--- config.mk ---
export PLATFORM = sky130hd
export DESIGN_NAME = asm_sqrt_cell
export DESIGN_NICKNAME = d
export VERILOG_FILES = /design/src/hdl/asm_pkg.sv /design/src/hdl/asm_sqrt_cell.sv
export SDC_FILE = /design/constraint.sdc
export NUM_CORES = 1
export LEC_CHECK = 0
export ABC_CLOCK_PERIOD_IN_PS = 7900
export BUFFER_PORTS_ARGS = -buffer_cell sky130_fd_sc_hd__buf_4
export CORE_ASPECT_RATIO = 1.75
export CORE_UTILIZATION = 49
export DETAILED_ROUTE_END_ITERATION = 10
export HOLD_SLACK_MARGIN = 0.06
export PLACE_DENSITY = 0.73
export SLEW_MARGIN = 20
export SYNTH_ARGS = -nofsm -noshare
export SYNTH_HDL_FRONTEND = slang
export SYNTH_SLANG_ARGS = --single-unit
--- constraint.sdc ---
create_clock -name clk -period 7.9 [get_ports clk]
set_input_delay 1.185 -clock clk [delete_from_list [all_inputs] [get_ports clk]]
set_output_delay 1.185 -clock clk [all_outputs]
set_load 0.005 [all_outputs]
--- src/hdl/asm_pkg.sv ---
// ----------------------------------------------------------------------------
// asm_pkg
// shared types, constants and helper functions of the angular separation match
// ----------------------------------------------------------------------------
`default_nettype none

package asm_pkg;

    localparam int ANGLE_FRAC_BITS_DEF = 24;
    localparam int CORDIC_STAGES_DEF   = 32;

    localparam int COORD_W     = 34;
    localparam int RADIUS_W    = 33;
    localparam int SEP_W       = 32;
    localparam int IN_TDATA_W  = 136;
    localparam int OUT_TDATA_W = 40;
    localparam int CFG_IDX_W   = 3;
    localparam int CFG_DATA_W  = 33;
    localparam int LANES       = 4;

    localparam int CW      = 32;
    localparam int VW      = 36;
    localparam int ZW      = 37;
    localparam int ANG_W   = 35;
    localparam int K_W     = 31;
    localparam int WIDE_W  = 68;
    localparam int SQ_W    = 64;
    localparam int SQRT_STEPS = 32;

    localparam logic [CFG_IDX_W-1:0] CFG_LON_UNIT = 3'd0;
    localparam logic [CFG_IDX_W-1:0] CFG_LAT_UNIT = 3'd1;
    localparam logic [CFG_IDX_W-1:0] CFG_RAD_UNIT = 3'd2;
    localparam logic [CFG_IDX_W-1:0] CFG_RADIUS   = 3'd3;

    localparam logic [ANG_W-1:0] HALF_PI_Q32       = 35'd6746518852;
    localparam logic [ANG_W-1:0] PI_Q32            = 35'd13493037705;
    localparam logic [ANG_W-1:0] THREE_HALF_PI_Q32 = 35'd20239556557;
    localparam logic [ANG_W-1:0] TWO_PI_Q32        = 35'd26986075409;
    localparam logic [SEP_W-1:0] PI_Q30            = 32'd3373259426;
    localparam logic [K_W-1:0]   K_HOUR_Q31        = 31'd562209904;
    localparam logic [K_W-1:0]   K_DEG_Q36         = 31'd1199381129;
    localparam logic signed [CW-1:0] GAIN_Q30      = 32'sd652032874;
    localparam logic [SQ_W-1:0]  ONE_Q60           = 64'h1000_0000_0000_0000;
    localparam logic signed [2*CW-1:0] Q30_HALF    = 64'sd536870912;
    localparam logic [CW-1:0]    DIFF_CLAMP        = 32'h8000_0000;

    typedef enum logic [1:0] {
        UNIT_HOURS   = 2'd0,
        UNIT_DEGREES = 2'd1,
        UNIT_RADIANS = 2'd2
    } unit_t;

    typedef struct packed {
        logic signed [CW-1:0] x;
        logic signed [CW-1:0] y;
        logic signed [ZW-1:0] z;
        logic                 flip;
    } rot_t;

    typedef struct packed {
        logic signed [VW-1:0] x;
        logic signed [VW-1:0] y;
        logic signed [ZW-1:0] z;
    } vec_t;

    typedef struct packed {
        logic [SQ_W-1:0] n;
        logic [SQ_W-1:0] res;
    } sqrt_t;

    function automatic int rad_width(input int frac_bits);
        int w;
        w = 66 - frac_bits;
        if (w < 35)
        begin
            w = 35;
        end
        return w;
    endfunction

    // atan(2^-i) in q32, rounded to nearest
    function automatic logic [ANG_W-1:0] atan_q32(input int i);
        logic [ANG_W-1:0] v;
        case (i)
            0:  v = 35'd3373259426;
            1:  v = 35'd1991351318;
            2:  v = 35'd1052175346;
            3:  v = 35'd534100635;
            4:  v = 35'd268086748;
            5:  v = 35'd134174063;
            6:  v = 35'd67103403;
            7:  v = 35'd33553749;
            8:  v = 35'd16777131;
            9:  v = 35'd8388597;
            10: v = 35'd4194303;
            default:
            begin
                if (i <= 32)
                begin
                    v = ANG_W'(1) << (32 - i);
                end
                else if (i == 33)
                begin
                    v = ANG_W'(1);
                end
                else
                begin
                    v = '0;
                end
            end
        endcase
        return v;
    endfunction

    // magnitude with frac_bits fraction bits to q32 radians
    function automatic logic [WIDE_W-1:0] mag_to_rad(input logic [COORD_W-1:0] mag,
                                                     input unit_t unit,
                                                     input int frac_bits);
        logic [COORD_W+K_W-1:0] prod;
        logic [WIDE_W-1:0]      wide;
        logic [WIDE_W-1:0]      one;
        int                     sh;
        one  = WIDE_W'(1);
        prod = '0;
        sh   = 1;
        case (unit)
            UNIT_HOURS:
            begin
                prod = mag * K_HOUR_Q31;
                sh   = frac_bits + 31 - 32;
            end
            UNIT_DEGREES:
            begin
                prod = mag * K_DEG_Q36;
                sh   = frac_bits + 36 - 32;
            end
            default:
            begin
                prod = '0;
            end
        endcase
        if (unit == UNIT_HOURS || unit == UNIT_DEGREES)
        begin
            wide = (WIDE_W'(prod) + (one << (sh - 1))) >> sh;
        end
        else if (frac_bits <= 32)
        begin
            wide = WIDE_W'(mag) << (32 - frac_bits);
        end
        else
        begin
            wide = (WIDE_W'(mag) + (one << (frac_bits - 33))) >> (frac_bits - 32);
        end
        return wide;
    endfunction

    function automatic logic signed [CW:0] mul_q30(input logic signed [CW-1:0] a,
                                                  input logic signed [CW-1:0] b);
        logic signed [2*CW-1:0] p;
        logic signed [2*CW-1:0] q;
        p = a * b;
        q = (p + Q30_HALF) >>> 30;
        return q[CW:0];
    endfunction

endpackage

`default_nettype wire

--- src/hdl/asm_sqrt_cell.sv ---
// ----------------------------------------------------------------------------
// asm_sqrt_cell
// one result bit of the integer square root, registered
// ----------------------------------------------------------------------------
`default_nettype none

module asm_sqrt_cell #(
    parameter int BIT_POS = 62
) (
    input  logic           clk,
    input  logic           adv,
    input  asm_pkg::sqrt_t d_in,
    output asm_pkg::sqrt_t d_out
);

    localparam logic [asm_pkg::SQ_W-1:0] BITV = asm_pkg::SQ_W'(1) << BIT_POS;

    logic [asm_pkg::SQ_W-1:0] trial;
    asm_pkg::sqrt_t           sq_next;
    asm_pkg::sqrt_t           sq_reg;

    assign trial = d_in.res + BITV;

    always_comb
    begin
        if (d_in.n >= trial)
        begin
            sq_next.n   = d_in.n - trial;
            sq_next.res = (d_in.res >> 1) + BITV;
        end
        else
        begin
            sq_next.n   = d_in.n;
            sq_next.res = d_in.res >> 1;
        end
    end

    always_ff @(posedge clk)
    begin
        if (adv)
        begin
            sq_reg <= sq_next;
        end
    end

    assign d_out = sq_reg;

endmodule

`default_nettype wire

### Yosys cells after proc, flatten, opt, wreduce, memory -nomap -nowiden

Index checks and enable logic that the tools add are counted.
Widths: inputs -> output; s select.

* add/subtract/negate cells: 3
* order comparisons: 1
* muxes and demuxes: 1

Operator list (number)
* $mux 128: 1
* $add 63x63->64 const B: 1
* $add 64x63->64 const B: 1
* $ge 64x64->1: 1
* $sub 64x64->64: 1

* register bits after elaboration: 128
* bits of input ports: 130
* output and inout port bits: 128
* logic and storage cells: 8

### Longest topological paths before layout

* depth in word-level cells: 3
* gate-level depth with buffers: 14
* gate-level depth less buffers: 13

### Worst setup path after synthesis

OpenSTA, ideal clock, no wires.

* path type: input to register
* start point: input d_in[16] in the netlist's numbering
* end point: register sq_reg (netlist bit d_out[124]), data pin
* library setup time: 0.257 ns
* arrival time: 3.791 ns
* data required time: 7.643 ns
* slack: 3.852 ns
* stages: 12
* path buffers: 0
* path through: inv_1 -> ha_1 -> and2_1 -> nand3_1 -> or3_1 -> a41o_1 -> nor3_2 -> o21ai_1 -> o41ai_4 -> or4b_1 -> a21oi_1 -> nor3_1

RTL lines
* start: declaration: line asm_sqrt_cell.sv:12 `input asm_pkg::sqrt_t d_in,`
* end signal: assignment: line asm_sqrt_cell.sv:42 `sq_reg <= sq_next;`
* end: declaration: line asm_sqrt_cell.sv:20 `asm_pkg::sqrt_t sq_reg;`

==> impl_metrics.csv <==
group,metric,value,unit
final_layout,number_of_flip_flops_under_the_largest_register_name,128,
clock_tree,cts_inserted_buffers,17,
floorplanning,pin_count,258,
final_layout,fin_nets,1322,
run_status,run_status,"finished clean",
setup_path,critPathKind,"in2reg",
timing,fin_tns_setup,0,ns
floorplanning,core_area,17110,um^2
place,place.port_buffers,257,
worst_hold_path,timing.hold.worst_path_depth,1,
synthesis,avgSynthCellArea,9.728,um^2
clock_tree,path_clk_slew,0.06,ns
setup_path,crit_path_max_fanout,73,
setup_path,critical_path.top_delay_family,"simple AND/OR/NAND/NOR gates",
worst_hold_path,hp-start,"d_in[53]",
setup_path,cp.depth,14,
clock_tree,cts.sinks,128,
drt,wire_per_inst,17.34,um
timing,slew_headroom,41.99,%
global_routing,largest_net_degree_at_the_start_of_global_routing,74,
floorplanning,die_h,177.4,um
setup_path,worst_path_largest_cell_delay,0.60,ns
setup_path,cp-startpoint,"d_in[16]",
setup_path,crit_required,8.07,ns
drt,finalWirelength,23650,um
place,numPlacedInstances,1335,
place,routabilityCongestion,0.9161,
drt,num_vias,7558,
global_routing,met3_resource_use_gr,4.096,%
global_routing,global_route.usage.met1,26.13,%
drt,drc_errors,0,
floorplanning,core.rowCount,63,
timing,period_needed,4.535,ns
synthesis,synth_top_flop_cell,"sky130_fd_sc_hd__edfxtp_1",
timing,finalMaxSlewViolations,0,
clock_tree,clock_path_buffers,2,
timing,report.final.hold_viol_count,0,
flow_run,max_cap_viols,0,
global_routing,antenna_found_initial,0,
global_routing,grt.busiest_layer,"met2",
synthesis,asr_flop_ratio_synth,0,%
synthesis,synth.top_cells.by_count,"sky130_fd_sc_hd__edfxtp_1 (128), sky130_fd_sc_hd__a21oi_1 (111), sky130_fd_sc_hd__nor2_1 (82)",
clock_tree,clock_tree_from_tritoncts,"built",
final_layout,final-instance-count-excl-fill,1364,
setup_path,cp.buffers_inverters,3,
synthesis,total_number_of_yosys_warnings,0,
clock_tree,post_cts.repair.setup_buffers,0,
synthesis,synth_top_cell_by_area,"sky130_fd_sc_hd__edfxtp_1",
setup_path,crit_path_top_delay_cell,"sky130_fd_sc_hd__buf_4",
floorplanning,initial_utilization,50.33,%
synthesis,synth_enable_flop_cells,128,
global_routing,wire_length_of_the_first_global_routing_pass,36980,um
timing,grt_setup_unrepaired,"false",
place,dp_worst_setup_slack,2.972,ns
synthesis,synthesis.nets,1080,
drt,drt_pre_antenna_iters,5,
timing,max_freq,0.2205,GHz
synthesis,post-synth-top-count-cell,"sky130_fd_sc_hd__edfxtp_1",
global_routing,gr-usage-all-layers,26.89,%
timing,setup_viol,0,
synthesis,synth-seq-cells,128,
drt,antenna_violating_nets_post_route,0,
clock_tree,cts-htree-levels,4,
timing,fin_ws,3.365,ns
drt,dr.first_iter.drc_count,248,
clock_tree,cts_hold_buf,0,
global_routing,grt-ovfl-total,0,
clock_tree,root_buffer,"sky130_fd_sc_hd__clkbuf_16",
final_layout,area_growth_syn_to_layout,30.42,%
timing,final.period_utilization,57.41,%
pwr,worst_ir_drop_vdd,0.1361,mV
clock_tree,cts.repair.resized,0,
synthesis,synthesis.instances,885,
pwr,p_per_area,200.2,nW/um^2
setup_path,critical_path.cell_chain,"buf_4 > inv_1 > ha_1 > and2_1 > nand3_1 > or3_1 > a41o_1 > nor3_2 > o21ai_1 > o41ai_4 > buf_4 > or4b_1 > a21oi_1 > nor3_1",
synthesis,fraction_of_synthesized_cell_area_taken_by_the_top_area_cell_type,44.64,%
floorplanning,dieArea,18130,um^2
final_layout,drive_above_1_share,26.56,%
synthesis,yosys.cell_types.count,58,
final_layout,antenna_cells,0,
pwr,power.leakage,5.125,nW
setup_path,critical_path_arrival,4.71,ns
setup_path,crit_end,"d_out[124]",
place,place.detailed.hpwl,18520,um
synthesis,synth_area_leaders,"sky130_fd_sc_hd__edfxtp_1 (45%), sky130_fd_sc_hd__ha_1 (9.3%), sky130_fd_sc_hd__a21oi_1 (6.5%)",
timing,worst_slew_pin_slew,0.8701,ns
global_routing,use_met2,52.71,%
synthesis,netlist_area,8610,um^2
setup_path,worst_path_most_repeated_cell,"sky130_fd_sc_hd__buf_4",
timing,whs,0.9480,ns
synthesis,synth.yosys.seq_area_share,44.64,%
setup_path,cp-start-kind,"input port",
drt,vias_per_cell,5.541,
setup_path,worst_setup_path_end_kind,"flip-flop",
global_routing,first_global_vias,7703,
floorplanning,die_w,102.2,um
worst_hold_path,holdCritPathClass,"in2reg",
## report_power, final
group          total (mW)  switching, mW  internal, mW
Sequential          0.873         0.0227         0.850
Clock               0.734          0.280         0.455
Combinational       0.641          0.335         0.306
Total                2.25          0.637          1.61
## cells by family (layout without fill, tap and decap cells)
logic type | after synthesis | count (layout) | synth area share (%)
buffers and inverters | 115 | 367 | 5.188
AO/OA/AOI/OAI | 272 | 272 | 19.81
flip-flops | 128 | 128 | 44.64
AND/OR/NAND/NOR | 234 | 234 | 13.18
adder cells (fa/ha/maj) | 65 | 65 | 9.534
XOR/XNOR | 56 | 56 | 5.697
multiplexers | 15 | 15 | 1.947
## routing by layer
| layer | vias up | wire length [um] |
|---|---|---|
| met3 | 62 | 1050 |
| li1 | 3721 | - |
| met5 | - | 0 |
| met1 | 3508 | 8017 |
| met4 | 0 | 911 |
| met2 | 267 | 13670 |
## how the worst min path moves through the flow
stage	to
floorplan	d_out[0]
global route	d_out[52]
CTS	d_out[56]
global placement	d_out[16]
detailed placement	d_out[45]
finish	d_out[52]
## cell usage in the layout, fill, tap and decap left out, types with 4 or more instances in the layout
cell | netlist | routed
sky130_fd_sc_hd__buf_4 | 0 | 259
sky130_fd_sc_hd__nand4_1 | 18 | 18
sky130_fd_sc_hd__and3_1 | 13 | 13
sky130_fd_sc_hd__clkbuf_16 | 0 | 17
sky130_fd_sc_hd__a41oi_1 | 5 | 5
sky130_fd_sc_hd__mux2_1 | 4 | 4
sky130_fd_sc_hd__o31a_1 | 5 | 5
sky130_fd_sc_hd__or3_1 | 4 | 4
sky130_fd_sc_hd__nor2_1 | 82 | 82
sky130_fd_sc_hd__ha_1 | 64 | 64
sky130_fd_sc_hd__inv_1 | 78 | 78
sky130_fd_sc_hd__or2_2 | 4 | 4
sky130_fd_sc_hd__o211ai_1 | 7 | 7
sky130_fd_sc_hd__mux2_2 | 10 | 10
sky130_fd_sc_hd__a21boi_0 | 5 | 5
sky130_fd_sc_hd__and2_1 | 10 | 10
sky130_fd_sc_hd__xnor2_1 | 36 | 36
sky130_fd_sc_hd__o21bai_1 | 11 | 11
sky130_fd_sc_hd__o21a_1 | 7 | 7
sky130_fd_sc_hd__nor3_1 | 11 | 11
sky130_fd_sc_hd__nand2_1 | 52 | 52
sky130_fd_sc_hd__o21ai_0 | 40 | 40
sky130_fd_sc_hd__a211oi_1 | 4 | 4
sky130_fd_sc_hd__clkbuf_1 | 25 | 4
sky130_fd_sc_hd__xor2_1 | 20 | 20
sky130_fd_sc_hd__a31oi_1 | 7 | 7
sky130_fd_sc_hd__a21oi_1 | 111 | 111
sky130_fd_sc_hd__a21o_1 | 49 | 49
sky130_fd_sc_hd__edfxtp_1 | 128 | 128
sky130_fd_sc_hd__nand3_1 | 14 | 14
sky130_fd_sc_hd__nor2b_1 | 10 | 10
## metrics by stage
step	area (um^2)	power, mW	util [%]
finish	11230	2.248	65.64
global route	11230	2.354	65.64
CTS	11230	2.261	65.64
detailed placement	10700	1.522	62.53
global placement	10700	1.513	62.53
floorplan	8610	1.243	-
## layout make-up
class / count / area (um^2)
clock buffers: 21 / 440.4
clock inverters: 8 / 92.59
fillers: 1438 / 5877
inverters: 78 / 292.8
multi-input cells: 642 / 4319
flip-flops and latches: 128 / 3844
well taps: 227 / 284.0
repair buffers: 260 / 1956
Power figures use the tool's default switching activity.
