$ cat src/hdl/asm_pkg.sv
// ----------------------------------------------------------------------------
// asm_pkg
// shared types, constants and helper functions of the angular separation match
// ----------------------------------------------------------------------------
`default_nettype none

package asm_pkg;

    localparam int ANGLE_FRAC_BITS_DEF = 24;
    localparam int CORDIC_STAGES_DEF   = 32;

    localparam int COORD_W     = 34;
    localparam int RADIUS_W    = 33;
    localparam int SEP_W       = 32;
    localparam int IN_TDATA_W  = 136;
    localparam int OUT_TDATA_W = 40;
    localparam int CFG_IDX_W   = 3;
    localparam int CFG_DATA_W  = 33;
    localparam int LANES       = 4;

    localparam int CW      = 32;
    localparam int VW      = 36;
    localparam int ZW      = 37;
    localparam int ANG_W   = 35;
    localparam int K_W     = 31;
    localparam int WIDE_W  = 68;
    localparam int SQ_W    = 64;
    localparam int SQRT_STEPS = 32;

    localparam logic [CFG_IDX_W-1:0] CFG_LON_UNIT = 3'd0;
    localparam logic [CFG_IDX_W-1:0] CFG_LAT_UNIT = 3'd1;
    localparam logic [CFG_IDX_W-1:0] CFG_RAD_UNIT = 3'd2;
    localparam logic [CFG_IDX_W-1:0] CFG_RADIUS   = 3'd3;

    localparam logic [ANG_W-1:0] HALF_PI_Q32       = 35'd6746518852;
    localparam logic [ANG_W-1:0] PI_Q32            = 35'd13493037705;
    localparam logic [ANG_W-1:0] THREE_HALF_PI_Q32 = 35'd20239556557;
    localparam logic [ANG_W-1:0] TWO_PI_Q32        = 35'd26986075409;
    localparam logic [SEP_W-1:0] PI_Q30            = 32'd3373259426;
    localparam logic [K_W-1:0]   K_HOUR_Q31        = 31'd562209904;
    localparam logic [K_W-1:0]   K_DEG_Q36         = 31'd1199381129;
    localparam logic signed [CW-1:0] GAIN_Q30      = 32'sd652032874;
    localparam logic [SQ_W-1:0]  ONE_Q60           = 64'h1000_0000_0000_0000;
    localparam logic signed [2*CW-1:0] Q30_HALF    = 64'sd536870912;
    localparam logic [CW-1:0]    DIFF_CLAMP        = 32'h8000_0000;

    typedef enum logic [1:0] {
        UNIT_HOURS   = 2'd0,
        UNIT_DEGREES = 2'd1,
        UNIT_RADIANS = 2'd2
    } unit_t;

    typedef struct packed {
        logic signed [CW-1:0] x;
        logic signed [CW-1:0] y;
        logic signed [ZW-1:0] z;
        logic                 flip;
    } rot_t;

    typedef struct packed {
        logic signed [VW-1:0] x;
        logic signed [VW-1:0] y;
        logic signed [ZW-1:0] z;
    } vec_t;

    typedef struct packed {
        logic [SQ_W-1:0] n;
        logic [SQ_W-1:0] res;
    } sqrt_t;

    function automatic int rad_width(input int frac_bits);
        int w;
        w = 66 - frac_bits;
        if (w < 35)
        begin
            w = 35;
        end
        return w;
    endfunction

    // atan(2^-i) in q32, rounded to nearest
    function automatic logic [ANG_W-1:0] atan_q32(input int i);
        logic [ANG_W-1:0] v;
        case (i)
            0:  v = 35'd3373259426;
            1:  v = 35'd1991351318;
            2:  v = 35'd1052175346;
            3:  v = 35'd534100635;
            4:  v = 35'd268086748;
            5:  v = 35'd134174063;
            6:  v = 35'd67103403;
            7:  v = 35'd33553749;
            8:  v = 35'd16777131;
            9:  v = 35'd8388597;
            10: v = 35'd4194303;
            default:
            begin
                if (i <= 32)
                begin
                    v = ANG_W'(1) << (32 - i);
                end
                else if (i == 33)
                begin
                    v = ANG_W'(1);
                end
                else
                begin
                    v = '0;
                end
            end
        endcase
        return v;
    endfunction

    // magnitude with frac_bits fraction bits to q32 radians
    function automatic logic [WIDE_W-1:0] mag_to_rad(input logic [COORD_W-1:0] mag,
                                                     input unit_t unit,
                                                     input int frac_bits);
        logic [COORD_W+K_W-1:0] prod;
        logic [WIDE_W-1:0]      wide;
        logic [WIDE_W-1:0]      one;
        int                     sh;
        one  = WIDE_W'(1);
        prod = '0;
        sh   = 1;
        case (unit)
            UNIT_HOURS:
            begin
                prod = mag * K_HOUR_Q31;
                sh   = frac_bits + 31 - 32;
            end
            UNIT_DEGREES:
            begin
                prod = mag * K_DEG_Q36;
                sh   = frac_bits + 36 - 32;
            end
            default:
            begin
                prod = '0;
            end
        endcase
        if (unit == UNIT_HOURS || unit == UNIT_DEGREES)
        begin
            wide = (WIDE_W'(prod) + (one << (sh - 1))) >> sh;
        end
        else if (frac_bits <= 32)
        begin
            wide = WIDE_W'(mag) << (32 - frac_bits);
        end
        else
        begin
            wide = (WIDE_W'(mag) + (one << (frac_bits - 33))) >> (frac_bits - 32);
        end
        return wide;
    endfunction

    function automatic logic signed [CW:0] mul_q30(input logic signed [CW-1:0] a,
                                                  input logic signed [CW-1:0] b);
        logic signed [2*CW-1:0] p;
        logic signed [2*CW-1:0] q;
        p = a * b;
        q = (p + Q30_HALF) >>> 30;
        return q[CW:0];
    endfunction

endpackage

`default_nettype wire

$ cat src/hdl/asm_rot_cell.sv
// ----------------------------------------------------------------------------
// asm_rot_cell
// one rotation-mode cordic iteration, registered
// ----------------------------------------------------------------------------
`default_nettype none

module asm_rot_cell #(
    parameter int IDX = 0
) (
    input  logic          clk,
    input  logic          adv,
    input  asm_pkg::rot_t d_in,
    output asm_pkg::rot_t d_out
);

    localparam logic signed [asm_pkg::ZW-1:0] ATAN =
        signed'(asm_pkg::ZW'(asm_pkg::atan_q32(IDX)));

    logic signed [asm_pkg::CW-1:0] dx;
    logic signed [asm_pkg::CW-1:0] dy;
    asm_pkg::rot_t                 rot_next;
    asm_pkg::rot_t                 rot_reg;

    assign dx = d_in.y >>> IDX;
    assign dy = d_in.x >>> IDX;

    always_comb
    begin
        rot_next.flip = d_in.flip;
        if (d_in.z >= 0)
        begin
            rot_next.x = d_in.x - dx;
            rot_next.y = d_in.y + dy;
            rot_next.z = d_in.z - ATAN;
        end
        else
        begin
            rot_next.x = d_in.x + dx;
            rot_next.y = d_in.y - dy;
            rot_next.z = d_in.z + ATAN;
        end
    end

    always_ff @(posedge clk)
    begin
        if (adv)
        begin
            rot_reg <= rot_next;
        end
    end

    assign d_out = rot_reg;

endmodule

`default_nettype wire

$ cat config.mk
export PLATFORM = sky130hd
export DESIGN_NAME = asm_rot_cell
export DESIGN_NICKNAME = d
export VERILOG_FILES = /design/src/hdl/asm_pkg.sv /design/src/hdl/asm_rot_cell.sv
export SDC_FILE = /design/constraint.sdc
export NUM_CORES = 1
export LEC_CHECK = 0
export ABC_AREA = 1
export BUFFER_PORTS_ARGS = -buffer_cell sky130_fd_sc_hd__buf_2
export CAP_MARGIN = 20
export CORE_ASPECT_RATIO = 1.5
export CORE_MARGIN = 3
export CORE_UTILIZATION = 40
export DETAILED_ROUTE_END_ITERATION = 10
export GPL_TIMING_DRIVEN = 0
export PLACE_DENSITY_LB_ADDON = 0.12
export SLEW_MARGIN = 25
export SYNTH_ARGS = -nofsm -noshare
export SYNTH_HDL_FRONTEND = slang
export SYNTH_SLANG_ARGS = --single-unit
$ cat constraint.sdc
create_clock -name clk -period 6.74 [get_ports clk]
set_clock_uncertainty 0.05 [all_clocks]
set_input_delay 2.022 -clock clk [delete_from_list [all_inputs] [get_ports clk]]
set_output_delay 2.022 -clock clk [all_outputs]
set_load 0.005 [all_outputs]
# == Word-level counts from Yosys, hierarchy flattened ==
# Index checks and enable logic that the tools add are counted.
# op_classes
n_addsub,5
magnitude_cmp,1
n_mux,1
# op_table
cell,count
2-to-1 mux 101 bit,1
subtractor 32 bit,2
adder 37 x 33 -> 37 bit (second input constant),1
>= comparator 37 x 1 -> 1 bit (second input constant),1
subtractor 37 x 33 -> 37 bit (second input constant),1
adder 32 bit,1
# totals
ff_bits,102
in_bits,104
elab_cells,11

# == Longest topological paths before layout ==
# Gate-level depths: netlist of the first run.
# logic_depth
ltp_word,2
mapped_depth,16

# == Least setup slack after synthesis of the first run ==
# No wires, ideal clock.
# synth_path
kind,input -> register
startpoint,in d_in[37] (netlist name)
endpoint,"reg rot_reg (netlist bit d_out[23]), data pin"
setup_ns,0.252
arrival_ns,3.982
t_required_ns,6.438
slack_ns,2.456
cell_stages,12
path_buffers,2
path_cell_list,inv_1 clkbuf_1 buf_2 ha_1 nand2_1 nand3_1 a21oi_1 o21ai_0 a21oi_1 inv_1 nand2_1 nand2_1
# synth_rtl
item,line_no,text
"start, declared",asm_rot_cell.sv:12,"input asm_pkg::rot_t d_in,"
"end signal, assigned",asm_rot_cell.sv:48,rot_reg <= rot_next;
"end, declared",asm_rot_cell.sv:22,asm_pkg::rot_t rot_reg;

==> PnR_summary.wiki, run 1 <==
{| class="wikitable"
! Metric !! Value
|-
| Total clock buffers created by CTS || 9
|-
| Portion of synthesized cell area occupied by the leading cell type || 24.3%
|-
| Placeable core region || 0.0304 sq mm
|-
| Area leader, netlist || sky130_fd_sc_hd__edfxtp_1
|-
| Antenna violations before repair || 0
|-
| Path type of the worst setup path || in2reg
|-
| Number of H-tree levels || 3
|-
| Post-synth net total || 2221
|-
| Final routed DRC violation total || 0
|-
| Width of the die || 150 um
|-
| Slew headroom || 31.7%
|-
| Path category of the worst min-delay check || in2reg
|-
| Yosys warning total || 0
|-
| Commonest cells post-synth || sky130_fd_sc_hd__nand2_1 (663), sky130_fd_sc_hd__inv_1 (330), sky130_fd_sc_hd__nor2_1 (174)
|-
| Number of nets in the layout || 2438
|-
| Final standard cell count with taps included and fillers excluded || 2600
|-
| Number of unique standard cell types used by synthesis || 41
|-
| RD Place Congestion || 0.963
|-
| Category of the worst setup path launch point || primary input
|-
| Worst setup path startpoint || d_in[37]
|-
| Vias per cell || 5.19
|-
| Ant diodes || 0
|-
| Worst Path Arrival || 5830 ps
|-
| Via total after detailed routing || 13492
|-
| RSZ-0062 raised after global routing || false
|-
| WHS Path Cells || 1
|-
| Buffer levels on the longest clock path || 2
|-
| Vias in the first global route || 13098
|-
| Static Leak || 0.00782 uW
|-
| Design Area, Final || 0.0143 sq mm
|-
| Number of setup violations in the final report || 0
|-
| Cells taking the most area after synthesis || sky130_fd_sc_hd__edfxtp_1 (24%), sky130_fd_sc_hd__nand2_1 (20%), sky130_fd_sc_hd__ha_1 (14%)
|-
| Final count of pins violating max slew || 0
|-
| Setup Total Neg Slack || 0 ps
|-
| First-pass GRT wire length || 70300 um
|-
| Share of cells above drive strength 1 || 12.5%
|-
| Register area share after synthesis || 24.3%
|-
| Ratio of final minimum period to clock period || 85.2%
|-
| Post-Synthesis Cell Area || 0.0125 sq mm
|-
| Final Hold Viols || 0
|-
| Syn Area/Cell || 6.30 sq um
|-
| Capture endpoint of the worst hold path || d_out[1]
|-
| TritonCTS sink count || 101
|-
| Area of the die || 0.0333 sq mm
|-
| Number of rows in the core area || 78
|-
| Number of buffers inserted to repair setup after CTS || 0
|-
| PwrDens || 176 mW/mm^2
|-
| Buffers added on ports || 205
|-
| Root cell of the clock tree || sky130_fd_sc_hd__clkbuf_16
|-
| Critical path peak fanout || 29
|-
| Worst endpoint required time || 6830 ps
|-
| Post_cts resized || 0
|-
| Total Routed Length || 46700 um
|-
| Max FFs per register || 101
|-
| Routed len/inst || 17.9 um
|-
| Initial core utilization || 40.9%
|-
| Largest net degree at the start of global routing || 64
|-
| Tightest Pin Transition || 1020 ps
|-
| Period minus WS final || 5750 ps
|-
| TritonCTS clock tree || built
|-
| Async S/R FF share, synth || 0%
|-
| Clk pin slew, worst setup/hold paths || 70 ps
|-
| EDFF count, synth || 101
|-
| Worst IR Drop VDD || 0.131 mV
|-
| Total of hold buffers inserted after clock tree synthesis || 0
|-
| Post-detailed-placement half-perimeter wirelength || 39600 um
|-
| Kind of capture point of the worst setup path || flip-flop
|-
| Dominant synthesized flop cell || sky130_fd_sc_hd__edfxtp_1
|-
| Die span in y || 222 um
|-
| Post-Route Hold Slack || 1780 ps
|-
| Leading cell type by number of instances after synthesis || sky130_fd_sc_hd__nand2_1
|-
| Length of the first detailed-routing pass in iterations || 6
|-
| Result of the run || finished, final reports clean
|-
| Instance count after placement with tap cells included || 2584
|-
| F_max || 174 MHz
|-
| Number of max-cap violations || 0
|-
| Sum of overflow across all layers after global routing || 0
|-
| Antenna-violating nets left || 0
|-
| I/O Pins || 206
|-
| Combined global-route utilization of all metal layers || 27.6%
|-
| Dpl cell area || 0.0140 sq mm
|-
| Gate count after technology mapping || 1978
|-
| Syn-to-layout area delta || 15.1%
|-
| Design Power || 2520 uW
|-
| Number of flip-flops and latches in the synthesized netlist || 101
|-
| Launch instance of the worst min-delay path || d_in[1]
|-
| Iter 0 DRT Violations || 879
|}
## metal layers
metal  routed length, um  share of wire (%)  GRT usage (%)  vias up
li1                    -                  -              -     6725
met1               17100                 37           28.7     6157
met2               24200                 52           51.6      473
met3                2200                4.7           2.92      137
met4                3220                6.9           17.0        0
met5                   0                  0              0        -
## final cells by class
cell class / count / area (sq um)
flip-flops and latches: 101 / 3030
well taps: 400 / 500
inverters: 332 / 1250
multi-input cells: 1504 / 7920
clock buffers: 10 / 229
clock inverters: 6 / 93.8
fillers: 3332 / 16100
plain buffers: 41 / 254
repair buffers: 206 / 1060
## critical path, cell delays in order
cell	delay, ps
sky130_fd_sc_hd__buf_2	270
sky130_fd_sc_hd__inv_1	190
sky130_fd_sc_hd__clkbuf_1	640
sky130_fd_sc_hd__buf_2	770
sky130_fd_sc_hd__ha_1	420
sky130_fd_sc_hd__a21oi_1	240
sky130_fd_sc_hd__o21ai_0	270
sky130_fd_sc_hd__a21oi_1	190
sky130_fd_sc_hd__o21ai_0	340
sky130_fd_sc_hd__a21oi_1	300
sky130_fd_sc_hd__inv_1	60
sky130_fd_sc_hd__nand2_1	50
sky130_fd_sc_hd__nand2_1	40
## report_power, final
group	leakage [uW]	switching, uW	internal (uW)	total (uW)
Clock	0.000159	280	331	611
Sequential	0.000987	24.0	812	836
Combinational	0.00667	712	358	1070
## worst max path at each step
stage	end	slack (ps)	cells past startpoint
final	d_out[23]	990	13
after detailed placement	d_out[31]	740	12
after global placement	d_out[31]	780	12
after CTS	d_out[31]	1170	12
after floorplan	d_out[23]	2460	12
after global routing	d_out[23]	970	13
## logic make-up after synthesis
group,after synthesis,synth area share (%)
simple gates,1058,34.9
xor+xnor,42,2.95
buf+inv,373,12.0
fa+ha+maj,139,14.2
flops,101,24.3
compound gates,265,11.6
## metrics by stage
stage	util, %	setup slack [ps]
final	47.1	995
after global routing	47.1	972
after CTS	47.1	1170
after detailed placement	46.0	740
after global placement	45.9	781
after floorplan	-	2460
## cell usage in the layout, fill, tap and decap left out, drive strengths merged, types with 6 or more instances in the layout
cell type    n
nor2       177
o22ai        6
edfxtp     101
o21a         8
o21bai      19
nand4       21
inv        335
nand3      161
clkbuf      21
nor3        18
nand2      667
o21ai       91
ha         135
a21oi      127
xor2        41
and2         7
buf        236
Note: power is estimated with default switching activity, not from simulation.
==> run 2: changes to the inputs <==
CORE_MARGIN = 1.5   (was 3)
CORE_UTILIZATION = 30   (was 40)
==> PnR_summary.wiki, run 2 (same netlist as run 1, synthesis figures left out) <==
{| class="wikitable"
! Metric !! Value
|-
| Clk pin slew, worst setup/hold paths || 80 ps
|-
| Final Hold Viols || 0
|-
| TritonCTS sink count || 101
|-
| Layout Utilization || 35.2%
|-
| Kind of capture point of the worst setup path || flip-flop
|-
| Worst Path Arrival || 5950 ps
|-
| WHS Path Cells || 1
|-
| Antenna violations before repair || 0
|-
| Routed len/inst || 18.0 um
|-
| Buffer levels on the longest clock path || 2
|-
| Slew headroom || 34.7%
|-
| Critical path peak fanout || 29
|-
| RSZ-0062 raised after global routing || false
|-
| I/O Pins || 206
|-
| Result of the run || finished, final reports clean
|-
| Number of buffers inserted to repair setup after CTS || 0
|-
| Vias in the first global route || 13225
|-
| Iter 0 DRT Violations || 786
|-
| Number of H-tree levels || 3
|-
| Sum of overflow across all layers after global routing || 0
|-
| Worst endpoint required time || 6810 ps
|-
| Path type of the worst setup path || in2reg
|-
| Width of the die || 169 um
|-
| Largest net degree at the start of global routing || 68
|-
| Initial core utilization || 30.4%
|-
| TritonCTS clock tree || built
|-
| Final count of pins violating max slew || 0
|-
| Max FFs per register || 101
|-
| Number of max-cap violations || 0
|-
| Number of nets in the layout || 2438
|-
| Count of filler cells inserted in the layout || 4612
|-
| Static Leak || 0.00780 uW
|-
| Buffers added on ports || 205
|-
| Length of the first detailed-routing pass in iterations || 5
|-
| Total Routed Length || 48800 um
|-
| Total clock buffers created by CTS || 9
|-
| PwrDens || 171 mW/mm^2
|-
| Placeable core region || 0.0410 sq mm
|-
| Capture endpoint of the worst hold path || d_out[1]
|-
| Root cell of the clock tree || sky130_fd_sc_hd__clkbuf_16
|-
| Launch instance of the worst min-delay path || d_in[1]
|-
| Tightest Pin Transition || 979 ps
|-
| Cells along the critical path || buf_2 > inv_1 > clkbuf_1 > buf_2 > ha_1 > a21oi_1 > o21ai_0 > a21oi_1 > o21ai_0 > a21oi_1 > inv_1 > nand2_1 > nand2_1
|-
| Antenna-violating nets left || 0
|-
| Path category of the worst min-delay check || in2reg
|-
| Post_cts resized || 0
|-
| Post-detailed-placement half-perimeter wirelength || 41900 um
|-
| Total of hold buffers inserted after clock tree synthesis || 0
|-
| Number of setup violations in the final report || 0
|-
| Ratio of final minimum period to clock period || 87.2%
|-
| Combined global-route utilization of all metal layers || 23.0%
|-
| First-pass GRT wire length || 73600 um
|-
| Area of the die || 0.0428 sq mm
|-
| Final routed DRC violation total || 0
|-
| Buffers and inverters on the worst path || 5
|-
| Category of the worst setup path launch point || primary input
|-
| RD Place Congestion || 0.969
|-
| Number of rows in the core area || 91
|-
| F_max || 170 MHz
|-
| Ant diodes || 0
|-
| Worst IR Drop VDD || 0.126 mV
|-
| Commonest cells after routing, fill and taps aside || sky130_fd_sc_hd__nand2_1 (663), sky130_fd_sc_hd__inv_1 (330), sky130_fd_sc_hd__buf_2 (220)
|-
| Setup Total Neg Slack || 0 ps
|-
| Syn-to-layout area delta || 16.0%
|-
| Period minus WS final || 5880 ps
|-
| Cell family contributing the most delay on the critical path || buffers and inverters
|-
| Most frequent standard cell in the layout excluding fill and tap cells || sky130_fd_sc_hd__nand2_1
|-
| Via total after detailed routing || 13267
|-
| Most common cell type on the critical path || sky130_fd_sc_hd__a21oi_1
|-
| Share of cells above drive strength 1 || 12.5%
|-
| Die span in y || 253 um
|-
| Cell with the largest stage delay on the worst path || sky130_fd_sc_hd__buf_2
|-
| Vias per cell || 4.89
|-
| CP peak stage delay || 810 ps
|}
run 2: cell count changes in the layout (fill, tap and decap cells not counted):
cell	previous run	this run
sky130_fd_sc_hd__clkinvlp_4	0	1
sky130_fd_sc_hd__clkinv_8	0	1
sky130_fd_sc_hd__clkinv_4	0	1
sky130_fd_sc_hd__bufinv_16	2	0
sky130_fd_sc_hd__clkbuf_1	9	8
run 2: layout make-up:
cell class / instances / area, sq um / area share, %
multi-input combinational: 1504 / 7920 / 54.8
sequential: 101 / 3030 / 21.0
inverter: 332 / 1250 / 8.63
timing repair buffer: 206 / 1060 / 7.34
tap: 511 / 639 / 4.43
buffer: 41 / 254 / 1.76
clock buffer: 9 / 225 / 1.56
clock inverter: 7 / 66.3 / 0.459
run 2: how the worst max path moves through the flow:
stage	start	endpoint	slack, ps	depth (start not counted)
after CTS	d_in[37]	d_out[31]	1010	12
after floorplan	d_in[37]	d_out[23]	2460	12
final	d_in[37]	d_out[23]	860	13
after detailed placement	d_in[37]	d_out[23]	600	13
after global routing	d_in[37]	d_out[31]	810	12
after global placement	d_in[37]	d_out[23]	570	13
run 2: routing by layer:
metal  global-route usage [%]  vias up  wire (um)
met1                     23.1     6050      18100
met3                     2.27      106       1710
li1                         -     6731          -
met2                     45.8      380      26500
met4                     11.9        0       2500
met5                        0        -          0
run 2: where the power goes:
group	internal (uW)	leakage (uW)	total, uW	switching (uW)
clock	260	0.000141	545	285
combinational	359	0.00667	1090	727
sequential	812	0.000987	834	22.0
run 2: through the flow:
| stage | instance area (sq um) | hold slack (ps) | std cells | setup WS [ps] | power (uW) |
|---|---|---|---|---|---|
| finish | 14400 | 1770 | 2711 | 860 | 2460 |
| global route | 14400 | 1760 | 2711 | 805 | 2640 |
| floorplan | 12500 | 2070 | 1978 | 2460 | 1490 |
| detailed placement | 14200 | 2150 | 2695 | 599 | 1930 |
| CTS | 14400 | 1750 | 2711 | 1010 | 2500 |
| global placement | 14100 | 2150 | 2694 | 568 | 1930 |
