===== config.mk =====
export PLATFORM = sky130hd
export DESIGN_NAME = asm_vec_cell
export DESIGN_NICKNAME = d
export VERILOG_FILES = /design/src/hdl/asm_pkg.sv /design/src/hdl/asm_vec_cell.sv
export SDC_FILE = /design/constraint.sdc
export NUM_CORES = 1
export LEC_CHECK = 0
export BUFFER_PORTS_ARGS = -buffer_cell sky130_fd_sc_hd__buf_2
export CAP_MARGIN = 20
export CORE_MARGIN = 1
export CORE_UTILIZATION = 35
export CTS_BUF_LIST = sky130_fd_sc_hd__clkbuf_16
export CTS_CLUSTER_SIZE = 10
export DETAILED_ROUTE_END_ITERATION = 16
export PLACE_DENSITY = 0.61
export SLEW_MARGIN = 20
export SYNTH_ARGS = -nofsm -noshare
export SYNTH_HDL_FRONTEND = slang
export SYNTH_SLANG_ARGS = --single-unit

===== constraint.sdc =====
create_clock -name clk -period 6.76 [get_ports clk]
set_clock_uncertainty 0.1 [all_clocks]
set_input_delay 0.338 -clock clk [delete_from_list [all_inputs] [get_ports clk]]
set_output_delay 0.338 -clock clk [all_outputs]
set_load 0.005 [all_outputs]

===== src/hdl/asm_pkg.sv =====
// ----------------------------------------------------------------------------
// asm_pkg
// shared types, constants and helper functions of the angular separation match
// ----------------------------------------------------------------------------
`default_nettype none

package asm_pkg;

    localparam int ANGLE_FRAC_BITS_DEF = 24;
    localparam int CORDIC_STAGES_DEF   = 32;

    localparam int COORD_W     = 34;
    localparam int RADIUS_W    = 33;
    localparam int SEP_W       = 32;
    localparam int IN_TDATA_W  = 136;
    localparam int OUT_TDATA_W = 40;
    localparam int CFG_IDX_W   = 3;
    localparam int CFG_DATA_W  = 33;
    localparam int LANES       = 4;

    localparam int CW      = 32;
    localparam int VW      = 36;
    localparam int ZW      = 37;
    localparam int ANG_W   = 35;
    localparam int K_W     = 31;
    localparam int WIDE_W  = 68;
    localparam int SQ_W    = 64;
    localparam int SQRT_STEPS = 32;

    localparam logic [CFG_IDX_W-1:0] CFG_LON_UNIT = 3'd0;
    localparam logic [CFG_IDX_W-1:0] CFG_LAT_UNIT = 3'd1;
    localparam logic [CFG_IDX_W-1:0] CFG_RAD_UNIT = 3'd2;
    localparam logic [CFG_IDX_W-1:0] CFG_RADIUS   = 3'd3;

    localparam logic [ANG_W-1:0] HALF_PI_Q32       = 35'd6746518852;
    localparam logic [ANG_W-1:0] PI_Q32            = 35'd13493037705;
    localparam logic [ANG_W-1:0] THREE_HALF_PI_Q32 = 35'd20239556557;
    localparam logic [ANG_W-1:0] TWO_PI_Q32        = 35'd26986075409;
    localparam logic [SEP_W-1:0] PI_Q30            = 32'd3373259426;
    localparam logic [K_W-1:0]   K_HOUR_Q31        = 31'd562209904;
    localparam logic [K_W-1:0]   K_DEG_Q36         = 31'd1199381129;
    localparam logic signed [CW-1:0] GAIN_Q30      = 32'sd652032874;
    localparam logic [SQ_W-1:0]  ONE_Q60           = 64'h1000_0000_0000_0000;
    localparam logic signed [2*CW-1:0] Q30_HALF    = 64'sd536870912;
    localparam logic [CW-1:0]    DIFF_CLAMP        = 32'h8000_0000;

    typedef enum logic [1:0] {
        UNIT_HOURS   = 2'd0,
        UNIT_DEGREES = 2'd1,
        UNIT_RADIANS = 2'd2
    } unit_t;

    typedef struct packed {
        logic signed [CW-1:0] x;
        logic signed [CW-1:0] y;
        logic signed [ZW-1:0] z;
        logic                 flip;
    } rot_t;

    typedef struct packed {
        logic signed [VW-1:0] x;
        logic signed [VW-1:0] y;
        logic signed [ZW-1:0] z;
    } vec_t;

    typedef struct packed {
        logic [SQ_W-1:0] n;
        logic [SQ_W-1:0] res;
    } sqrt_t;

    function automatic int rad_width(input int frac_bits);
        int w;
        w = 66 - frac_bits;
        if (w < 35)
        begin
            w = 35;
        end
        return w;
    endfunction

    // atan(2^-i) in q32, rounded to nearest
    function automatic logic [ANG_W-1:0] atan_q32(input int i);
        logic [ANG_W-1:0] v;
        case (i)
            0:  v = 35'd3373259426;
            1:  v = 35'd1991351318;
            2:  v = 35'd1052175346;
            3:  v = 35'd534100635;
            4:  v = 35'd268086748;
            5:  v = 35'd134174063;
            6:  v = 35'd67103403;
            7:  v = 35'd33553749;
            8:  v = 35'd16777131;
            9:  v = 35'd8388597;
            10: v = 35'd4194303;
            default:
            begin
                if (i <= 32)
                begin
                    v = ANG_W'(1) << (32 - i);
                end
                else if (i == 33)
                begin
                    v = ANG_W'(1);
                end
                else
                begin
                    v = '0;
                end
            end
        endcase
        return v;
    endfunction

    // magnitude with frac_bits fraction bits to q32 radians
    function automatic logic [WIDE_W-1:0] mag_to_rad(input logic [COORD_W-1:0] mag,
                                                     input unit_t unit,
                                                     input int frac_bits);
        logic [COORD_W+K_W-1:0] prod;
        logic [WIDE_W-1:0]      wide;
        logic [WIDE_W-1:0]      one;
        int                     sh;
        one  = WIDE_W'(1);
        prod = '0;
        sh   = 1;
        case (unit)
            UNIT_HOURS:
            begin
                prod = mag * K_HOUR_Q31;
                sh   = frac_bits + 31 - 32;
            end
            UNIT_DEGREES:
            begin
                prod = mag * K_DEG_Q36;
                sh   = frac_bits + 36 - 32;
            end
            default:
            begin
                prod = '0;
            end
        endcase
        if (unit == UNIT_HOURS || unit == UNIT_DEGREES)
        begin
            wide = (WIDE_W'(prod) + (one << (sh - 1))) >> sh;
        end
        else if (frac_bits <= 32)
        begin
            wide = WIDE_W'(mag) << (32 - frac_bits);
        end
        else
        begin
            wide = (WIDE_W'(mag) + (one << (frac_bits - 33))) >> (frac_bits - 32);
        end
        return wide;
    endfunction

    function automatic logic signed [CW:0] mul_q30(input logic signed [CW-1:0] a,
                                                  input logic signed [CW-1:0] b);
        logic signed [2*CW-1:0] p;
        logic signed [2*CW-1:0] q;
        p = a * b;
        q = (p + Q30_HALF) >>> 30;
        return q[CW:0];
    endfunction

endpackage

`default_nettype wire


===== src/hdl/asm_vec_cell.sv =====
// ----------------------------------------------------------------------------
// asm_vec_cell
// one vectoring-mode cordic iteration, registered
// ----------------------------------------------------------------------------
`default_nettype none

module asm_vec_cell #(
    parameter int IDX = 0
) (
    input  logic          clk,
    input  logic          adv,
    input  asm_pkg::vec_t d_in,
    output asm_pkg::vec_t d_out
);

    localparam logic signed [asm_pkg::ZW-1:0] ATAN =
        signed'(asm_pkg::ZW'(asm_pkg::atan_q32(IDX)));

    logic signed [asm_pkg::VW-1:0] dx;
    logic signed [asm_pkg::VW-1:0] dy;
    asm_pkg::vec_t                 vec_next;
    asm_pkg::vec_t                 vec_reg;

    assign dx = d_in.y >>> IDX;
    assign dy = d_in.x >>> IDX;

    always_comb
    begin
        if (d_in.y > 0)
        begin
            vec_next.x = d_in.x + dx;
            vec_next.y = d_in.y - dy;
            vec_next.z = d_in.z + ATAN;
        end
        else
        begin
            vec_next.x = d_in.x - dx;
            vec_next.y = d_in.y + dy;
            vec_next.z = d_in.z - ATAN;
        end
    end

    always_ff @(posedge clk)
    begin
        if (adv)
        begin
            vec_reg <= vec_next;
        end
    end

    assign d_out = vec_reg;

endmodule

`default_nettype wire


# Word-level counts from Yosys, hierarchy flattened
# Cells that the tools add are included.
[totals]
ff_bits = 109
latchBits = 0
mem_bits_rw = 0
mem_bits_ro = 0
input_bits = 111
elab_cells = 10
n_memories = 0
[classes]
n_addsub = 5
multipliers = 0
div = 0
n_lt_le_gt_ge = 1
n_eq_ne = 0
shift = 0
n_mux = 1
n_bitwise = 0
n_reduce_logical = 0
[ops]
columns = ["cell", "count"]
rows = [
  ["109-bit 2-to-1 mux", 1],
  ["36-bit subtractor", 2],
  ["37-bit by 33-bit adder with 37-bit output, second input constant", 1],
  ["37-bit by 33-bit subtractor with 37-bit output, second input constant", 1],
  ["36-bit adder", 1],
  ["36-bit by 1-bit > comparator with 1-bit output, second input constant", 1],
]

# Logic depth before layout (Yosys ltp)
# Gate-level depths: netlist of the first run.
[logic_depth]
ltp_word = 2
mapped_depth = 18

# Worst setup path before layout of the first run
# No wires, ideal clock.
[synth_timing]
path_type = "input to register"
start = "in d_in[38] (netlist name)"
end = "reg vec_reg, in the netlist d_out[36] (data pin)"
arrival_time_ps = 4429
setup_slack_ps = 1971
path_stages = 17
path_buffers = 3
path_cell_list = "nor4_1 nand4_1 nor2_1 a41o_1 clkbuf_1 clkbuf_1 buf_1 ha_1 and4_1 a21oi_2 or4b_4 o211ai_2 a211oi_2 o41ai_2 o21ai_1 a21oi_1 xnor2_1"
[synth_rtl]
columns = ["element", "line", "source"]
rows = [
  ["start: declaration", "asm_vec_cell.sv:12", "input asm_pkg::vec_t d_in,"],
  ["end signal: assignment", "asm_vec_cell.sv:47", "vec_reg <= vec_next;"],
  ["end: declaration", "asm_vec_cell.sv:22", "asm_pkg::vec_t vec_reg;"],
]

==> results.sh, run 1 <==
export IMPL_dp_slack_ns=1.18
export IMPL_post_route_drc_count=0
export IMPL_cts_made_buffers=9
export IMPL_synth_area_um2=11300
export IMPL_cts_root_buf="clkbuf_16"
export IMPL_synth_seq_area_share=0.286
export IMPL_met1Wirelength_um=16400
export IMPL_ant_nets=0
export IMPL_yosys_warnings=0
export IMPL_vias=10700
export IMPL_critPathArrivalTime_ns=5.23
export IMPL_worstMarginPinSlew_ns=0.872
export IMPL_setup_tns_ns=0
export IMPL_synth_edff_count=108
export IMPL_hold_viol=0
export IMPL_setup_violations=0
export IMPL_place_inst=1890
export IMPL_worstPathMaxFanout=46
export IMPL_fin_crit_sh=0.769
export IMPL_antenna_found_initial=5
export IMPL_slew_violations=0
export IMPL_p_int_mw=1.54
export IMPL_dr_pass1_iters=6
export IMPL_synth_nets=1574
export IMPL_post_cts_buffers=0
export IMPL_hold_worst_slack_ns=0.0300
export IMPL_power_leakage_nw=5.68
export IMPL_max_freq_ghz=0.192
export IMPL_final_nets=1753
export IMPL_worstSetupStartpointType="input port"
export IMPL_wl_per_cell_um=19.2
export IMPL_required_ns=6.79
export IMPL_utilization=0.411
export IMPL_grt_remaining_overflow=0
export IMPL_row_count=65
export IMPL_gp_congestion=0.970
export IMPL_ys_async_sr_fraction=0
export IMPL_syn_inst=1320
export IMPL_grt_util_all_layers=0.217
export IMPL_combPwrFrac=0.405
export IMPL_wl_met3_um=2430
export IMPL_synth_seq_cells=108
export IMPL_design_area_um2=13000
export IMPL_dr_first_iter_drc_count=987
export IMPL_cp_end_kind="flop"
export IMPL_core_area_um2=31700
export IMPL_port_buffers=219
export IMPL_hold_path_class="input port to flop"
export IMPL_hp_start="d_in[0]"
export IMPL_pwr_density_cell_nw_per_um2=188
export IMPL_finalPower_mw=2.45
export IMPL_ys_types=85
export IMPL_drt_total_wl_um=36700
export IMPL_grt_pass1_wl_um=55900
export IMPL_crit_start="d_in[44]"
export IMPL_peakVddDrop_uv=111
export IMPL_fp_dieH_um=182
export IMPL_grt_max_degree=68
export IMPL_via_per_inst=5.60
export IMPL_cts_sinks=108
export IMPL_slew_headroom=0.419
export IMPL_cts_resized=0
export IMPL_ctsHoldBuffers=0
export IMPL_largest_reg_flops=108
export IMPL_layout_drive_gt1_share=0.180
export IMPL_dpl_instance_area_um2=12700
export IMPL_maxCapViolations=0
export IMPL_worstSetupPathType="input port to flop"
export IMPL_avgSynthCellArea_um2=8.58
export IMPL_cts_tree="yes"
export IMPL_p_sw_mw=0.908
export IMPL_stdcell_count=1909
export IMPL_dp_hpwl_um=29000
export IMPL_rsz0062_at_grt="no"
export IMPL_cts_max_level=3
export IMPL_setup_slack_ns=1.56
export IMPL_initial_core_util=0.357
export IMPL_fp_dieW_um=182
export IMPL_status="finished clean"
export IMPL_cts_path_max_buffers=2
export IMPL_synth_ff_type="edfxtp_1"
export IMPL_fin_crit_ns=5.20
export IMPL_top_layer="met5"
export IMPL_pin_count=220
export IMPL_swShare=0.370
export IMPL_syn_to_final_growth_pct=15.0
export IMPL_wl_met2_um=16700
export IMPL_die_area_um2=33100
export IMPL_grt_pass1_vias=10300
export IMPL_seq_power_share=0.376
export IMPL_clk_pin_slew_ns=0.08
export IMPL_power_frac_clock=0.219
## logic make-up after synthesis
| family | count (synthesis) | share of synthesized area |
|---|---|---|
| AOI/OAI and AO/OA | 471 | 0.272 |
| and+or+nand+nor | 308 | 0.132 |
| buffers and inverters | 177 | 0.0613 |
| adders and majority gates | 143 | 0.161 |
| DFF | 108 | 0.286 |
| xor gates and xnor gates | 102 | 0.0789 |
| muxes | 11 | 0.00972 |
## synth_stat cells (13+ instances only)
master,instances,area share
nand4_1,15,0.0083
a21o_1,39,0.026
nor4_1,13,0.0072
o21ai_0,83,0.037
o31ai_1,17,0.011
o21a_1,15,0.0099
edfxtp_1,108,0.29
nand2_1,71,0.024
a211oi_1,19,0.013
a21oi_1,155,0.068
nor2_1,110,0.036
ha_1,139,0.15
xnor2_1,89,0.069
nor3_1,24,0.011
inv_1,122,0.040
clkbuf_1,32,0.011
xor2_1,13,0.010
o21bai_1,36,0.024
## worst paths after layout
check	endpoint	slack, ns	cells past startpoint
worst min-delay path	d_out[0]$_DFFE_PP_	0.03	1
worst max-delay path	d_out[27]$_DFFE_PP_	1.56	17
## placed cells by master, fill, tap and decap left out, types with 9 or more instances in the layout
| cell type | count |
|---|---|
| nand2_1 | 71 |
| edfxtp_1 | 108 |
| a21oi_1 | 155 |
| inv_1 | 121 |
| o21ai_0 | 83 |
| a31oi_1 | 11 |
| nor4_1 | 13 |
| nand2b_1 | 11 |
| mux2i_1 | 11 |
| xor2_1 | 13 |
| buf_2 | 218 |
| o31a_1 | 9 |
| nor3_1 | 24 |
| a211oi_1 | 19 |
| o21bai_1 | 36 |
| a21o_1 | 39 |
| o21a_1 | 15 |
| nand3_1 | 10 |
| o211ai_1 | 10 |
| nor2b_1 | 10 |
| ha_1 | 139 |
| nand4_1 | 15 |
| clkbuf_16 | 9 |
| o31ai_1 | 17 |
| xnor2_1 | 89 |
| nor2_1 | 110 |
## power by group through the flow
stage / Combinational (mW) / Sequential, mW / Clock (mW)
6_report: 0.994 / 0.921 / 0.537
5_1_grt: 1.09 / 0.933 / 0.577
4_1_cts: 0.983 / 0.924 / 0.558
3_5_place_dp: 0.976 / 0.937 / 0
3_3_place_gp: 0.979 / 0.935 / 0
2_1_floorplan: 0.605 / 0.949 / 0
## layer usage
metal,global-route usage,vias to the layer above
met3,0.0347,65
met5,0,-
met2,0.356,449
met1,0.285,5009
li1,-,5169
met4,0.0894,4
## critical path: stages
cell and delay (ns):
buf_2 0.13, nor4_1 0.69, nand4_1 0.16, nor2_1 0.29, a41o_4 0.56, inv_2 0.38
buf_4 0.42, ha_1 0.45, a21o_1 0.19, a21o_1 0.18, a21o_1 0.17, o21ai_0 0.14
a41o_1 0.17, a21oi_1 0.12, a41oi_1 0.43, o21ai_0 0.17, xnor2_1 0.15
## layout make-up
| class | instances | area [um^2] |
|---|---|---|
| Fill cell | 3256 | 18700 |
| Multi-Input combinational cell | 1035 | 7400 |
| Sequential cell | 108 | 3240 |
| Timing Repair Buffer | 222 | 1120 |
| Tap cell | 402 | 503 |
| Inverter | 123 | 462 |
| Clock buffer | 9 | 225 |
| Clock inverter | 7 | 60.1 |
| Antenna cell | 3 | 7.51 |
Power figures use the tool's default switching activity.
==> run 2: changes to the inputs <==
Settings changed: ABC_AREA set to 1, PLACE_DENSITY 0.61 to 0.62.
Clock period 6.76 ns to 4.4 ns, I/O delays scaled along.
==> run 2 against run 1 <==
Combinational power increased by 83%. Via count up 33%. Worst hold slack improved by 0.062 ns. Routed wire length is 38% higher. Synthesized cell count is 55% higher. Global-route usage rose by 3.7 points. Cell count up 44%. Cell area grew 17%. First-iteration DRC count is 5.4% higher. Largest power group unchanged.
==> results.sh, run 2 <==
export IMPL_post_cts_buffers=0
export IMPL_hold_viol=0
export IMPL_hp_start="d_in[1]"
export IMPL_holdPathStages=2
export IMPL_synth_area_leaders="edfxtp_1, nand2_1, ha_1"
export IMPL_yosys_area_share_simple=0.331
export IMPL_die_area_um2=39300
export IMPL_synth_area_um2=13500
export IMPL_gp_congestion=1.02
export IMPL_synth_most_common_cell="nand2_1"
export IMPL_cts_root_buf="clkbuf_16"
export IMPL_peakVddDrop_uv=187
export IMPL_place_inst=2737
export IMPL_synth_edff_count=108
export IMPL_worstSetupStartpointType="input port"
export IMPL_setup_tns_ns=0
export IMPL_maxCapViolations=0
export IMPL_largest_reg_flops=108
export IMPL_required_ns=4.42
export IMPL_fp_dieH_um=198
export IMPL_hold_worst_slack_ns=0.0920
export IMPL_core_area_um2=37800
export IMPL_power_leakage_nw=7.67
export IMPL_dp_hpwl_um=43500
export IMPL_pin_count=220
export IMPL_initial_core_util=0.357
export IMPL_worstSetupPathType="input port to flop"
export IMPL_final_nets=2492
export IMPL_setup_violations=0
export IMPL_fp_dieW_um=198
export IMPL_via_per_inst=5.18
export IMPL_clk_pin_slew_ns=0.09
export IMPL_max_freq_ghz=0.285
export IMPL_dr_first_iter_drc_count=1040
export IMPL_fillers=4123
export IMPL_cts_made_buffers=9
export IMPL_yosys_mux_area_fraction=0
export IMPL_synth_ff_type="edfxtp_1"
export IMPL_synth_top_family_by_area="simple AND/OR/NAND/NOR gates"
export IMPL_worstPathMaxFanout=16
export IMPL_wl_per_cell_um=18.4
export IMPL_slew_headroom=0.432
export IMPL_grt_remaining_overflow=0
export IMPL_ys_async_sr_fraction=0
export IMPL_diodes=0
export IMPL_ctsHoldBuffers=1
export IMPL_cts_resized=0
export IMPL_vias=14300
export IMPL_synth_nets=2304
export IMPL_layout_drive_gt1_share=0.147
export IMPL_grt_util_all_layers=0.255
export IMPL_yosys_warnings=0
export IMPL_pwr_density_cell_nw_per_um2=266
export IMPL_cts_sinks=108
export IMPL_synth_fa_ha_area_frac=0.135
export IMPL_synth_top_cell_area_share=0.241
export IMPL_drt_total_wl_um=50600
export IMPL_layout_commonest_cell="nand2_1"
export IMPL_hold_path_class="input port to flop"
export IMPL_post_route_drc_count=0
export IMPL_ant_nets=0
export IMPL_avgSynthCellArea_um2=6.58
export IMPL_cts_path_max_buffers=2
export IMPL_stdcell_count=2754
export IMPL_synth_seq_area_share=0.241
export IMPL_cts_tree="yes"
export IMPL_synth_compound_area_frac=0.143
export IMPL_cts_max_level=3
export IMPL_dr_pass1_iters=8
export IMPL_slew_violations=0
export IMPL_synth_seq_cells=108
export IMPL_rsz0062_at_grt="no"
export IMPL_syn_inst=2050
export IMPL_synth_top_area_cell="edfxtp_1"
export IMPL_grt_pass1_vias=13500
export IMPL_grt_pass1_wl_um=75300
export IMPL_port_buffers=219
export IMPL_syn_to_final_growth_pct=12.9
export IMPL_status="finished clean"
export IMPL_synthXorXnorAreaFrac=0.0422
export IMPL_synth_commonest_cells="nand2_1, inv_1, nor2_1, nand3_1, a21oi_1"
export IMPL_ys_types=48
export IMPL_fin_crit_sh=0.798
export IMPL_antenna_found_initial=0
export IMPL_fin_crit_ns=3.51
export IMPL_row_count=71
export IMPL_min_to="d_out[1]$_DFFE_PP_"
export IMPL_finalPower_mw=4.05
export IMPL_cp_end_kind="flop"
export IMPL_worstMarginPinSlew_ns=0.852
export IMPL_layout_common_cells="nand2_1, inv_1, buf_2"
export IMPL_grt_max_degree=80
export IMPL_critPathArrivalTime_ns=3.53
-- run 2: changes by cell type in the layout (fill, tap and decap cells not counted), sizes merged, moves of 13 or more --
| cell | previous run | this run |
|---|---|---|
| o31ai | 21 | 1 |
| inv | 124 | 298 |
| nand3 | 10 | 182 |
| xnor2 | 89 | 6 |
| xor2 | 13 | 59 |
| nor2 | 110 | 211 |
| nand2 | 71 | 593 |
| o21ai | 90 | 123 |
| a21oi | 156 | 169 |
| o21bai | 36 | 17 |
| a211oi | 20 | 1 |
| a21o | 39 | 16 |
-- run 2: worst max-delay path by stage --
stage	start	end	depth (start not counted)	slack [ns]
after floorplan	d_in[38]	d_out[32]$_DFFE_PP_	19	1.61
after global placement	d_in[38]	d_out[28]$_DFFE_PP_	15	0.59
after detailed placement	d_in[38]	d_out[28]$_DFFE_PP_	15	0.53
after CTS	d_in[38]	d_out[28]$_DFFE_PP_	15	0.91
after global routing	d_in[38]	d_out[31]$_DFFE_PP_	16	0.73
final	d_in[38]	d_out[28]$_DFFE_PP_	15	0.89
-- run 2: cells by family after synthesis --
family | count (synthesis)
AOI/OAI and AO/OA | 348
xor gates and xnor gates | 65
and+or+nand+nor | 1044
buffers and inverters | 342
adders and majority gates | 143
DFF | 108
-- run 2: metal layers --
| metal | track usage | part of all wire | vias up |
|---|---|---|---|
| met5 | 0 | 0 | - |
| met4 | 0.0744 | 0.024 | 0 |
| met3 | 0.0199 | 0.060 | 61 |
| met2 | 0.423 | 0.45 | 554 |
| met1 | 0.351 | 0.46 | 6607 |
| li1 | - | - | 7047 |
-- run 2: area by class of cell --
| class | instances | area (um^2) | share of cell area |
|---|---|---|---|
| tap | 511 | 639 | 0.0420 |
| clock buffer | 9 | 225 | 0.0148 |
| inverter | 294 | 1100 | 0.0725 |
| sequential | 108 | 3240 | 0.213 |
| timing repair buffer | 225 | 1150 | 0.0753 |
| multi-input combinational | 1600 | 8780 | 0.577 |
| clock inverter | 7 | 76.3 | 0.00502 |
-- run 2: worst max-delay path: stages --
cell and delay (ns):
buf_2 0.13, inv_1 0.23, nand4_1 0.14, nor3_1 0.31
nand3_1 0.31, nand2_4 0.27, inv_2 0.19, ha_1 0.40
nand2_1 0.10, nor2_1 0.18, nor3b_1 0.34, nand3_1 0.12
nand3_1 0.26, a21oi_1 0.15, xor2_1 0.16
-- run 2: per-stage QoR --
step	cell area [um^2]	util	worst slack (ns)
after floorplan	13500	-	1.61
after CTS	15200	0.403	0.911
after global placement	14900	0.395	0.586
after global routing	15200	0.403	0.731
final	15200	0.403	0.889
after detailed placement	14900	0.395	0.530
-- run 2: where the power goes --
part / total [mW] / leakage (nW) / switching [mW] / internal, mW
registers: 1.38 / 1.06 / 0.0479 / 1.34
clock network: 0.852 / 0.149 / 0.446 / 0.407
logic: 1.82 / 6.47 / 1.22 / 0.594
